--- config.mk ---
export PLATFORM = sky130hd
export DESIGN_NAME = rau_control
export DESIGN_NICKNAME = d
export VERILOG_FILES = /design/src/rau_pkg.sv /design/src/rau_control.sv
export SDC_FILE = /design/constraint.sdc
export NUM_CORES = 1
export LEC_CHECK = 0
export BUFFER_PORTS_ARGS = -buffer_cell sky130_fd_sc_hd__buf_2
export CAP_MARGIN = 20
export CELL_PAD_IN_SITES_DETAIL_PLACEMENT = 0
export CELL_PAD_IN_SITES_GLOBAL_PLACEMENT = 1
export CORE_MARGIN = 2
export CORE_UTILIZATION = 25
export DETAILED_ROUTE_END_ITERATION = 8
export HOLD_SLACK_MARGIN = 0.06
export PLACE_DENSITY_LB_ADDON = 0.1
export SLEW_MARGIN = 20
export SYNTH_ARGS = -nofsm -noshare
export SYNTH_HDL_FRONTEND = slang
export SYNTH_SLANG_ARGS = --single-unit
export TNS_END_PERCENT = 1
--- constraint.sdc ---
create_clock -name i_clk -period 1.23 [get_ports i_clk]
set_input_delay 0.0615 -clock i_clk [delete_from_list [all_inputs] [get_ports i_clk]]
set_output_delay 0.0615 -clock i_clk [all_outputs]
set_load 0.05 [all_outputs]
--- src/rau_pkg.sv ---
package rau_pkg;

    localparam int unsigned OpW = 3;
    localparam int unsigned ArgW = 32;
    localparam int unsigned WideW = 64;
    localparam int unsigned DenW = 63;
    localparam int unsigned CntW = 7;

    localparam logic [OpW-1:0] OP_ADD = 3'd0;
    localparam logic [OpW-1:0] OP_SUB = 3'd1;
    localparam logic [OpW-1:0] OP_MUL = 3'd2;
    localparam logic [OpW-1:0] OP_CMP = 3'd3;

    localparam logic [1:0] ST_OK   = 2'd0;
    localparam logic [1:0] ST_ZERO = 2'd1;
    localparam logic [1:0] ST_NEG  = 2'd2;

    localparam logic [1:0] ORD_LESS    = 2'd0;
    localparam logic [1:0] ORD_EQUAL   = 2'd1;
    localparam logic [1:0] ORD_GREATER = 2'd2;

    typedef struct packed {
        logic load;
        logic mul1;
        logic mul2;
        logic combine;
        logic mod_start;
        logic mod_step;
        logic gcd_swap;
        logic div_start;
        logic div_step;
        logic div_next;
        logic finish;
    } t_cmd;

    typedef struct packed {
        logic       err;
        logic       is_cmp;
        logic       y_zero;
        logic       cnt_done;
        logic       div_second;
    } t_status;

endpackage

--- src/rau_control.sv ---
module rau_control
    import rau_pkg::*;
(
    input  logic    i_clk,
    input  logic    i_rst_n,
    input  logic    start,
    input  t_status i_status,
    output logic    busy,
    output logic    o_done,
    output t_cmd    o_cmd
);

    typedef enum logic [3:0] {
        S_IDLE, S_MUL1, S_MUL2, S_COMB, S_GCD_TEST, S_MOD, S_SWAP,
        S_DIV_START, S_DIV, S_DIV_NEXT, S_FIN, S_OUT
    } t_state;

    t_state r_state;
    logic   r_done;

    always_ff @(posedge i_clk) begin
        if (!i_rst_n) begin
            r_state <= S_IDLE;
            r_done  <= 1'b0;
        end else begin
            r_done <= 1'b0;
            unique case (r_state)
                S_IDLE: begin
                    if (start) begin
                        r_state <= S_MUL1;
                    end
                end
                S_MUL1: begin
                    r_state <= i_status.err ? S_OUT : S_MUL2;
                end
                S_MUL2: begin
                    r_state <= i_status.is_cmp ? S_OUT : S_COMB;
                end
                S_COMB: begin
                    r_state <= S_GCD_TEST;
                end
                S_GCD_TEST: begin
                    r_state <= i_status.y_zero ? S_DIV_START : S_MOD;
                end
                S_MOD: begin
                    if (i_status.cnt_done) begin
                        r_state <= S_SWAP;
                    end
                end
                S_SWAP: begin
                    r_state <= S_GCD_TEST;
                end
                S_DIV_START: begin
                    r_state <= S_DIV;
                end
                S_DIV: begin
                    if (i_status.cnt_done) begin
                        r_state <= i_status.div_second ? S_FIN : S_DIV_NEXT;
                    end
                end
                S_DIV_NEXT: begin
                    r_state <= S_DIV;
                end
                S_FIN: begin
                    r_state <= S_OUT;
                end
                S_OUT: begin
                    r_state <= S_IDLE;
                    r_done  <= 1'b1;
                end
                default: begin
                    r_state <= S_IDLE;
                end
            endcase
        end
    end

    always_comb begin
        o_cmd           = '0;
        o_cmd.load      = (r_state == S_IDLE) && start;
        o_cmd.mul1      = (r_state == S_MUL1);
        o_cmd.mul2      = (r_state == S_MUL2);
        o_cmd.combine   = (r_state == S_COMB);
        o_cmd.mod_start = (r_state == S_GCD_TEST) && !i_status.y_zero;
        o_cmd.mod_step  = (r_state == S_MOD);
        o_cmd.gcd_swap  = (r_state == S_SWAP);
        o_cmd.div_start = (r_state == S_DIV_START);
        o_cmd.div_step  = (r_state == S_DIV);
        o_cmd.div_next  = (r_state == S_DIV_NEXT);
        o_cmd.finish    = (r_state == S_FIN);
    end

    assign busy   = (r_state != S_IDLE);
    assign o_done = r_done;

endmodule

After elaboration in Yosys (flattened, before gate mapping)
Index checks and enable logic that the tools add are counted.

Bits in registers: 5. Input port bits: 8. Output and inout bits: 13. Word-level logic and storage cells: 33.

Eq/ne operators: 14. Muxes and demuxes: 9. Reductions and logical operators: 8.

Operators by type and width (count): $pmux W4 S9 (1); $mux W4 (5); $eq A4 B3 Y1 const B (4); $eq A4 B4 Y1 const B (4); $eq A4 B2 Y1 const B (2); $ne A2 B2 Y1 const B (3); $eq A4 B1 Y1 const B (1); $logic_not A4 Y1 (1); $mux W2 (2); $reduce_bool A4 Y1 (1); $reduce_or A2 Y1 (2); $reduce_and A3 Y1 (1); $logic_and A1 B1 Y1 (2); $logic_not A1 Y1 (1); $mux W1 (1).

Logic depth before layout (Yosys ltp)
Gate-level depths: netlist of run 1.

Depth in word-level cells: 3. Depth in mapped cells: 5. Mapped depth without buffers: 4.

Least setup slack after synthesis of run 1
OpenSTA, ideal clock, no wires.

Kind: reg2out. Start: register r_state[3]. End: output port o_cmd[6] (netlist name). Data arrival time: 1768 ps. Required time: 1168 ps. Path slack: -599 ps. Stages on the path, launching flop included: 5. Path buffers: 1. Path through: dfxtp_1 -> buf_2 -> nor2_1 -> nand2_1 -> nor3_1.

RTL lines: start: declaration (RTL line rau_control.sv:18) `t_state r_state;`; start signal: assignment (RTL line rau_control.sv:34) `r_state <= i_status.err ? S_OUT : S_MUL2;`; start signal: assignment (RTL line rau_control.sv:37) `r_state <= i_status.is_cmp ? S_OUT : S_COMB;`; start signal: assignment (RTL line rau_control.sv:43) `r_state <= i_status.y_zero ? S_DIV_START : S_MOD;`; end: declaration (RTL line rau_control.sv:10) `output t_cmd o_cmd`.

==> results of run 1 <==
[layout by cell type, fill, tap and decap left out, types with 2 or more instances in the layout]
master,n
buf_6,18
buf_4,15
buf_2,9
nor2_2,5
nand2_1,5
and3_1,5
nor3_4,4
dfxtp_4,4
a21oi_1,3
nor2_1,3
nor3_1,3
o21ai_1,3
clkbuf_4,3
nand2b_4,2
inv_1,2
nor2b_2,2
o21a_1,2
nand3_1,2
[final cells by class]
type	count	area share [%]
clock buffers	4	2.913
multi-input cells	50	40.78
well taps	16	2.219
flip-flops and latches	5	12.76
inverters	2	0.8322
repair buffers	43	40.50
[through the flow]
step	setup TNS [ns]	std cells	power, mW	util, %	worst slack, ns
2_1_floorplan	-0.7149	62	1.346	-	-0.1427
3_3_place_gp	-0.06775	110	1.815	43.83	-0.06775
3_5_place_dp	-0.06971	110	1.804	43.83	-0.06971
4_1_cts	-0.1879	118	2.417	55.36	-0.05059
5_1_grt	-0.4486	120	2.655	58.52	-0.06606
6_report	-0.06987	120	2.492	58.52	-0.02302
[cell families after synthesis]
| logic type | Yosys count |
|---|---|
| AO/OA/AOI/OAI | 13 |
| XOR/XNOR | 1 |
| buffers and inverters | 7 |
| flip-flops | 5 |
| AND/OR/NAND/NOR | 36 |
[state kept, by name (all words and copies together) (netlist names)]
signal   count
r_state      4
o_done       1
[power breakdown]
| part | switching [mW] | leakage, nW | internal (mW) |
|---|---|---|---|
| clock | 0.0600 | 0.0150 | 0.122 |
| sequential | 0.119 | 0.0437 | 0.250 |
| combinational | 1.03 | 0.363 | 0.913 |
[critical path, cell delays in order (launching register included)]
cell	delay, ns
dfxtp_4	0.36
buf_6	0.12
nand2b_4	0.15
nor3_4	0.14
buf_6	0.18
[final timing paths]
path	to	startpoint	cells after the start
max	o_cmd[2]	r_state[0]	4
min reg2reg	r_state[2]	r_state[3]	2
max reg2reg	r_state[0]	r_state[3]	5
min	r_state[3]	i_rst_n	2
[timing repair]
item / 4_1_cts / 5_1_grt
pin swaps: 2 / 4
endpoints found under the setup margin: 14 / 11
resized for setup: 39 / 12
buffers inserted: 4 / 2
[routing by layer]
metal	vias to the layer above	routed length (um)	GRT usage (%)	share of wire, %
met5	-	0	0	0
li1	299	-	-	-
met1	271	597	18.63	44
met3	0	53	2.800	3.9
met2	16	705	25.43	52
met4	0	0	5.882	0
==> flow_metrics.tcl, run 1 <==
set metrics [dict create \
    grt_pass1_wl_mm 2.249 \
    antenna_found_initial 0 \
    synth.avg_cell_area_um2 6.801 \
    cts-root-buf "clkbuf_4" \
    ir_drop_mv 1.235 \
    worst_slack_ns -0.02302 \
    antenna_cells 0 \
    cts_sinks 5 \
    synth_area_um2 421.7 \
    grt_usage_pct 15.00 \
    stdcell_area_um2 902.1 \
    ys.warnings.count 0 \
    crit_path_end_kind "primary output" \
    yosys.area_share.simple_pct 43.62 \
    dp_hpwl_um 959.8 \
    status "finished with violations" \
    synth_most_common_cell "nor2_1" \
    finClkSkew_ns 0.001222 \
    fillers 144 \
    fin_nets 113 \
    wl_mm 1.355 \
    start_kind "register" \
    area_growth_pct 113.9 \
    power_leakage_nw 0.4214 \
    dr_total_vias 586 \
    io_buffers 20 \
    timing.fmax_mhz 798.1 \
    clkTransAtPathRegs_ns 0.04 \
    synth-xor-area-share_pct 2.077 \
    drc 0 \
    setup_viol 6 \
    grt_pass1_vias 525 \
    regArea_um2 115.1 \
    yosys-top-cells-count "nor2_1 (9), nor3_1 (7), nand2_1 (6)" \
    rrSetupSlack_ns 0 \
    slew_headroom_pct 83.45 \
    min_period_ns 1.253 \
    synth_fp_nets 70 \
    place_area_um2 675.6 \
    drt_iter0_drc 16 \
    fp.dieH_um 45.07 \
    start_util_pct 27.35 \
    whs_ns 0.1002 \
    hold_violations 0 \
    io_pins 21 \
    grt_overflow_total 0 \
    maxCapViolations 0 \
    cts_hold_buf 0 \
    synth_top_area_share_pct 23.74 \
    yosys_most_used_dff "dfxtp_1" \
    grt_max_degree 11 \
    synth_top_family_by_area "simple AND/OR/NAND/NOR gates" \
    drv_slew 0 \
    num_rows 14 \
    clk_path_buf_depth 2 \
    synth_seq_cells 5 \
    drive_gt1_share_pct 63.46 \
    clkLatencyLatePin_ns 0.24 \
    first_pass_iters 4 \
    violations "setup timing" \
    wire_per_inst_um 11.29 \
    synth.area.mux_share_pct 0 \
    htree_levels 1 \
    crit_required_ns 1.17 \
    ys_types 23 \
    die_area_mm2 0.002031 \
    min_period_over_period_pct 101.9 \
    synth-compound-area-share_pct 20.77 \
    synthAdderAreaFrac_pct 0 \
    ys_top_cells_by_area "dfxtp_1 (24%), nor3_1 (8.3%), nor2_1 (8.0%), and3_1 (7.4%), nand2_1 (5.3%)" \
    vias_per_cell 4.883 \
    worstPathMaxFanout 7 \
    power.density_cell_area_mw_per_mm2 2762 \
    synth_cells 62 \
    crit_type "register to primary output" \
    multi_input_comb_area_um2 367.9 \
    design.core.area_mm2 0.001541 \
    cts_buffers 3 \
    gp_congestion 0.8220 \
    yosys.area.top_type "dfxtp_1" \
    synthArstFlopShare_pct 0 \
    worstMarginPinSlew_ns 0.2462 \
    postRouteAntennaNets 0 \
    arrival_ns 1.19 \
    hold_class "primary input to register" \
    die_w_um 45.07 \
    synth_edf_count 0 \
    ys_seq_area_share_pct 23.74 \
    cts_tree "done" \
    rsz0062_at_grt "yes" \
]
No activity file was read; power rests on OpenSTA's default activity.
==> inputs of run 2 (changes only) <==
ABC_AREA = 1   (was unset)
CORE_UTILIZATION = 24   (was 25)
==> run 2 against run 1 <==
Against the previous run:
- the flow still finishes with violations (setup timing)
- setup slack improved by 0.015 ns
- wire length decreased by 20%
- final cell count fell by 12%
- area after synthesis fell by 7.1%
- sequential share of layout area increased by 3.8 points
- clock power up 6%
- highest routed layer unchanged
==> flow_metrics.tcl, run 2 <==
set metrics [dict create \
    ys_seq_area_share_pct 25.56 \
    yosys.area.top_type "dfxtp_1" \
    ys_types 15 \
    synth_fp_nets 72 \
    wl_mm 1.083 \
    worst_slack_ns -0.008391 \
    crit_required_ns 1.17 \
    power.density_cell_area_mw_per_mm2 2531 \
    cts-root-buf "clkbuf_4" \
    io_buffers 20 \
    cts_buffers 3 \
    clk_path_buf_depth 2 \
    worstPathMaxFanout 4 \
    min_period_over_period_pct 100.7 \
    switching_share_pct 55.37 \
    start_util_pct 25.70 \
    synth_seq_cells 5 \
    fp.dieH_um 44.40 \
    timing.fmax_mhz 807.5 \
    vias_per_cell 4.349 \
    setup_viol 1 \
    ys_top_cells_by_area "dfxtp_1 (26%), nand2_2 (11%), nand2_1 (11%), nor2_1 (11%), nor2_2 (9.6%)" \
    grt_overflow_total 0 \
    top_register "r_state" \
    start_kind "register" \
    synth_cells 64 \
    postRouteAntennaNets 0 \
    dr_total_vias 461 \
    rsz0062_at_grt "yes" \
    grt_pass1_wl_mm 1.614 \
    drc 0 \
    drv_slew 0 \
    ir_drop_mv 1.409 \
    largest_register_ffs 4 \
    stdcell_area_um2 663.1 \
    htree_levels 1 \
    gp_congestion 0.7444 \
    p_clk_share_pct 11.5 \
    layout_common_cells "nand2_2 (9), nand2_1 (9), inv_1 (8), buf_2 (8), buf_6 (8)" \
    synth_edf_count 0 \
    drt_iter0_drc 13 \
    clkLatencyLatePin_ns 0.24 \
    hold_violations 0 \
    synth.avg_cell_area_um2 6.119 \
    cts_setup_buffers 0 \
    die_area_mm2 0.001971 \
    yosys_most_used_dff "dfxtp_1" \
    status "finished with violations" \
    worstMarginPinSlew_ns 0.2457 \
    antenna_cells 0 \
    grt_max_degree 6 \
    clkTransAtPathRegs_ns 0.04 \
    p_int_mw 0.7490 \
    place_area_um2 544.3 \
    design.core.area_mm2 0.001524 \
    finClkSkew_ns 0.002502 \
    whs_ns 0.09068 \
    io_pins 21 \
    synthArstFlopShare_pct 0 \
    synth_area_um2 391.6 \
    min_period_ns 1.238 \
    area_growth_pct 69.33 \
    yosys-top-cells-count "nand2_1 (11), nor2_1 (11), inv_1 (8)" \
    wire_per_inst_um 10.22 \
    p_sw_mw 0.9295 \
    antenna_found_initial 0 \
    power_frac_comb_pct 70.3 \
    power_leakage_nw 0.3240 \
    cts_tree "done" \
    num_rows 14 \
    drive_gt1_share_pct 64.44 \
    synth_top_area_share_pct 25.56 \
    fin_nets 99 \
    maxCapViolations 0 \
    crit_path_end_kind "primary output" \
    dp_hpwl_um 885 \
    violations "setup timing" \
    grt_pass1_vias 413 \
    post-place-ws_ns 0.07672 \
    ys.warnings.count 0 \
    cts_sinks 5 \
    first_pass_iters 4 \
    pwr-share-seq_pct 18.2 \
    hold_class "primary input to register" \
    grt_usage_pct 11.51 \
    die_w_um 44.40 \
    slew_headroom_pct 83.73 \
    arrival_ns 1.18 \
    crit_type "register to primary output" \
]
run 2: cell types whose count changed after synthesis, sizes merged, moves of 5 or more:
cell,previous run,this run
and3,5,0
buf,5,0
inv,2,13
nand2,6,18
nor2,9,18
nor3,7,2
run 2: routing by layer:
metal	GRT usage [%]	up-vias	part of all wire, %
met2	19.12	14	52
met5	0	-	0
li1	-	247	-
met4	1.818	0	0
met1	14.07	200	42
met3	4.898	0	5.3
run 2: power by group through the flow:
stage | logic (mW) | clock network [mW] | registers (mW)
2_1_floorplan | 0.839 | 0 | 0.256
3_3_place_gp | 1.07 | 0 | 0.264
3_5_place_dp | 1.06 | 0 | 0.263
4_1_cts | 1.13 | 0.203 | 0.278
5_1_grt | 1.29 | 0.217 | 0.312
6_report | 1.18 | 0.193 | 0.306
run 2: what timing repair did:
item	4_1_cts	5_1_grt
gates resized for setup	22	10
setup endpoints to repair	12	10
pin swaps	0	2
hold endpoints to repair	0	0
hold buffers	0	0
run 2: area by class of cell:
type | count | area, um2
inverter | 13 | 48.80
sequential | 5 | 110.1
fill | 171 | 860.8
timing repair buffer | 22 | 175.2
multi-input combinational | 46 | 282.8
tap | 16 | 20.02
clock buffer | 4 | 26.28
run 2: worst paths after layout:
check	cells after the start	end	slack [ns]	start
worst max-delay path	5	o_cmd[6]	-0.008	r_state[2]
worst min register to register	2	o_done	0.58	r_state[3]
worst min-delay path	3	r_state[3]	0.09	i_status[3]
worst max register to register	7	r_state[0]	0.17	r_state[1]
run 2: cell families after synthesis:
group | share of synthesized area [%]
DFF | 25.56
AOI/OAI and AO/OA | 10.86
buffers and inverters | 12.46
and+or+nand+nor | 51.12
run 2: per-stage QoR:
step                std cells  total power [mW]  setup TNS [ns]  utilization, %
floorplan                  64             1.095         -0.4534               -
global placement          102             1.331               0           35.71
detailed placement        102             1.321               0           35.71
CTS                       106             1.614        -0.01818           41.22
global route              106             1.815         -0.3519           43.51
finish                    106             1.679       -0.008391           43.51
run 2: worst max-delay path, cell delays in order, from the launching register on:
cell     delay (ns)
dfxtp_2        0.35
inv_2          0.06
nor2_4         0.14
inv_2          0.08
nor3_2         0.12
buf_6          0.18
==> inputs of run 3 (changes only) <==
GPL_TIMING_DRIVEN = 0   (was unset)
RECOVER_POWER = 25   (was unset)
==> run 3 against run 2 <==
Against the previous run:
- the flow still finishes with violations (setup timing)
- flip-flop and latch count did not move
- design area fell by 2.3%
- global-route usage rose by 1.2 points
- setup slack improved by 0.0041 ns
- clock skew barely moved
- utilization fell by 0.99 points
- clock power barely moved
==> flow_metrics.tcl, run 3 (synthesis results as in run 2) <==
set metrics [dict create \
    status "finished with violations" \
    violations "setup timing" \
    timing.fmax_mhz 810.2 \
    cts_hold_buf 0 \
    fp.dieH_um 44.40 \
    fin_nets 97 \
    antenna_cells 0 \
    postRouteAntennaNets 0 \
    cts_buffers 3 \
    crit_required_ns 1.17 \
    grtUsageMet1_pct 13.79 \
    worstPathMaxFanout 5 \
    hold_class "primary input to register" \
    drt_iter0_drc 5 \
    crit_path_end_kind "primary output" \
    grt_max_degree 6 \
    wire_per_inst_um 10.05 \
    crit_path_cell_trace "inv_1, nand2_1, nor3_4, buf_6" \
    io_pins 21 \
    min_period_ns 1.234 \
    grt_pass1_wl_mm 1.738 \
    max_stage_delay_ns 0.35 \
    cts-root-buf "clkbuf_4" \
    critPathBufInv 2 \
    grt_use_met2_pct 21.76 \
    htree_levels 1 \
    wl_mm 1.045 \
    die_area_mm2 0.001971 \
    setup_viol 1 \
    grt.busiest_layer "met2" \
    dp_cells 100 \
    largest_register_ffs 4 \
    hold_violations 0 \
    dp_hpwl_um 860.6 \
    io_buffers 20 \
    ir_drop_mv 1.085 \
    dr_total_vias 464 \
    clk_path_buf_depth 2 \
    cts_tree "done" \
    vias_per_cell 4.462 \
    antenna_found_initial 0 \
    drc 0 \
    min_period_over_period_pct 100.3 \
    first_pass_iters 3 \
    gp_congestion 0.7387 \
    whs_ns 0.09705 \
    rsz0062_at_grt "yes" \
    critPathSlowestCell "dfxtp_2" \
    post-place-ws_ns 0.05848 \
    grt_usage_pct 12.68 \
    drv_slew 0 \
    clkTransAtPathRegs_ns 0.05 \
    grt_overflow_total 0 \
    maxCapViolations 0 \
    crit_family "flip-flops" \
    die_w_um 44.40 \
    cts_sinks 5 \
    power_leakage_nw 0.3136 \
    design.core.area_mm2 0.001524 \
    finClkSkew_ns 0.002974 \
    slew_headroom_pct 83.56 \
    arrival_ns 1.17 \
    layout_common_cells "nand2_1 (10), buf_2 (9), buf_6 (9)" \
    top_register "r_state" \
    fin_cells 104 \
    crit_type "register to primary output" \
    area_growth_pct 65.50 \
    power.density_cell_area_mw_per_mm2 2471 \
    worst_slack_ns -0.004251 \
    start_kind "register" \
    grt_use_met3_pct 6.122 \
    start_util_pct 25.70 \
    worstMarginPinSlew_ns 0.2483 \
    layout_commonest_cell "nand2_1" \
    drive_gt1_share_pct 63.64 \
    num_rows 14 \
    grt_pass1_vias 442 \
    tns_ns -0.004251 \
    clkLatencyLatePin_ns 0.24 \
]
run 3: cell types whose count changed in the layout (fill, tap and decap cells not counted), sizes merged:
cell	change
buf	-2
run 3: layout make-up:
cell class,count,area (um2)
tap,16,20.02
sequential,5,105.1
inverter,13,51.30
clock buffer,4,26.28
multi-input combinational,46,284.0
timing repair buffer,20,161.4
fill,168,875.8
run 3: repair_timing:
item	CTS	global route
buffers inserted	0	0
endpoints found under the setup margin	12	10
pin swaps	0	0
resized for setup	21	10
run 3: path summary, 6_finish.rpt:
| path | slack [ns] | startpoint | to | cells after the start |
|---|---|---|---|---|
| worst max-delay path | -0.004 | r_state[0] | o_cmd[6] | 4 |
| worst min-delay path | 0.1 | i_status[3] | r_state[3] | 3 |
| worst max register to register | 0.15 | r_state[0] | r_state[1] | 7 |
| worst min register to register | 0.58 | r_state[1] | o_done | 2 |
run 3: metal layers:
| metal | wire (um) | vias up |
|---|---|---|
| li1 | - | 246 |
| met1 | 465 | 208 |
| met2 | 530 | 10 |
| met3 | 50 | 0 |
| met4 | 0 | 0 |
| met5 | 0 | - |
run 3: stage by stage:
step	power [mW]	utilization (%)	area [um2]
after floorplan	1.095	-	409.1
after global placement	1.293	34.73	529.3
after detailed placement	1.284	34.73	529.3
after CTS	1.556	39.98	609.3
after global routing	1.716	42.53	648.1
final	1.601	42.53	648.1
run 3: worst register-to-register path: stages (launching register included):
cell       delay (ns)
dfxtp_2          0.38
inv_1            0.07
nand2_1          0.18
nor2_4           0.06
nand2_1          0.06
o2111ai_1        0.10
nand2_1          0.07
nor2_1           0.04
run 3: where the power goes:
group          switching [mW]  total, mW  internal (mW)
sequential             0.0695      0.284          0.215
clock                  0.0687      0.191          0.123
combinational           0.785       1.13          0.341
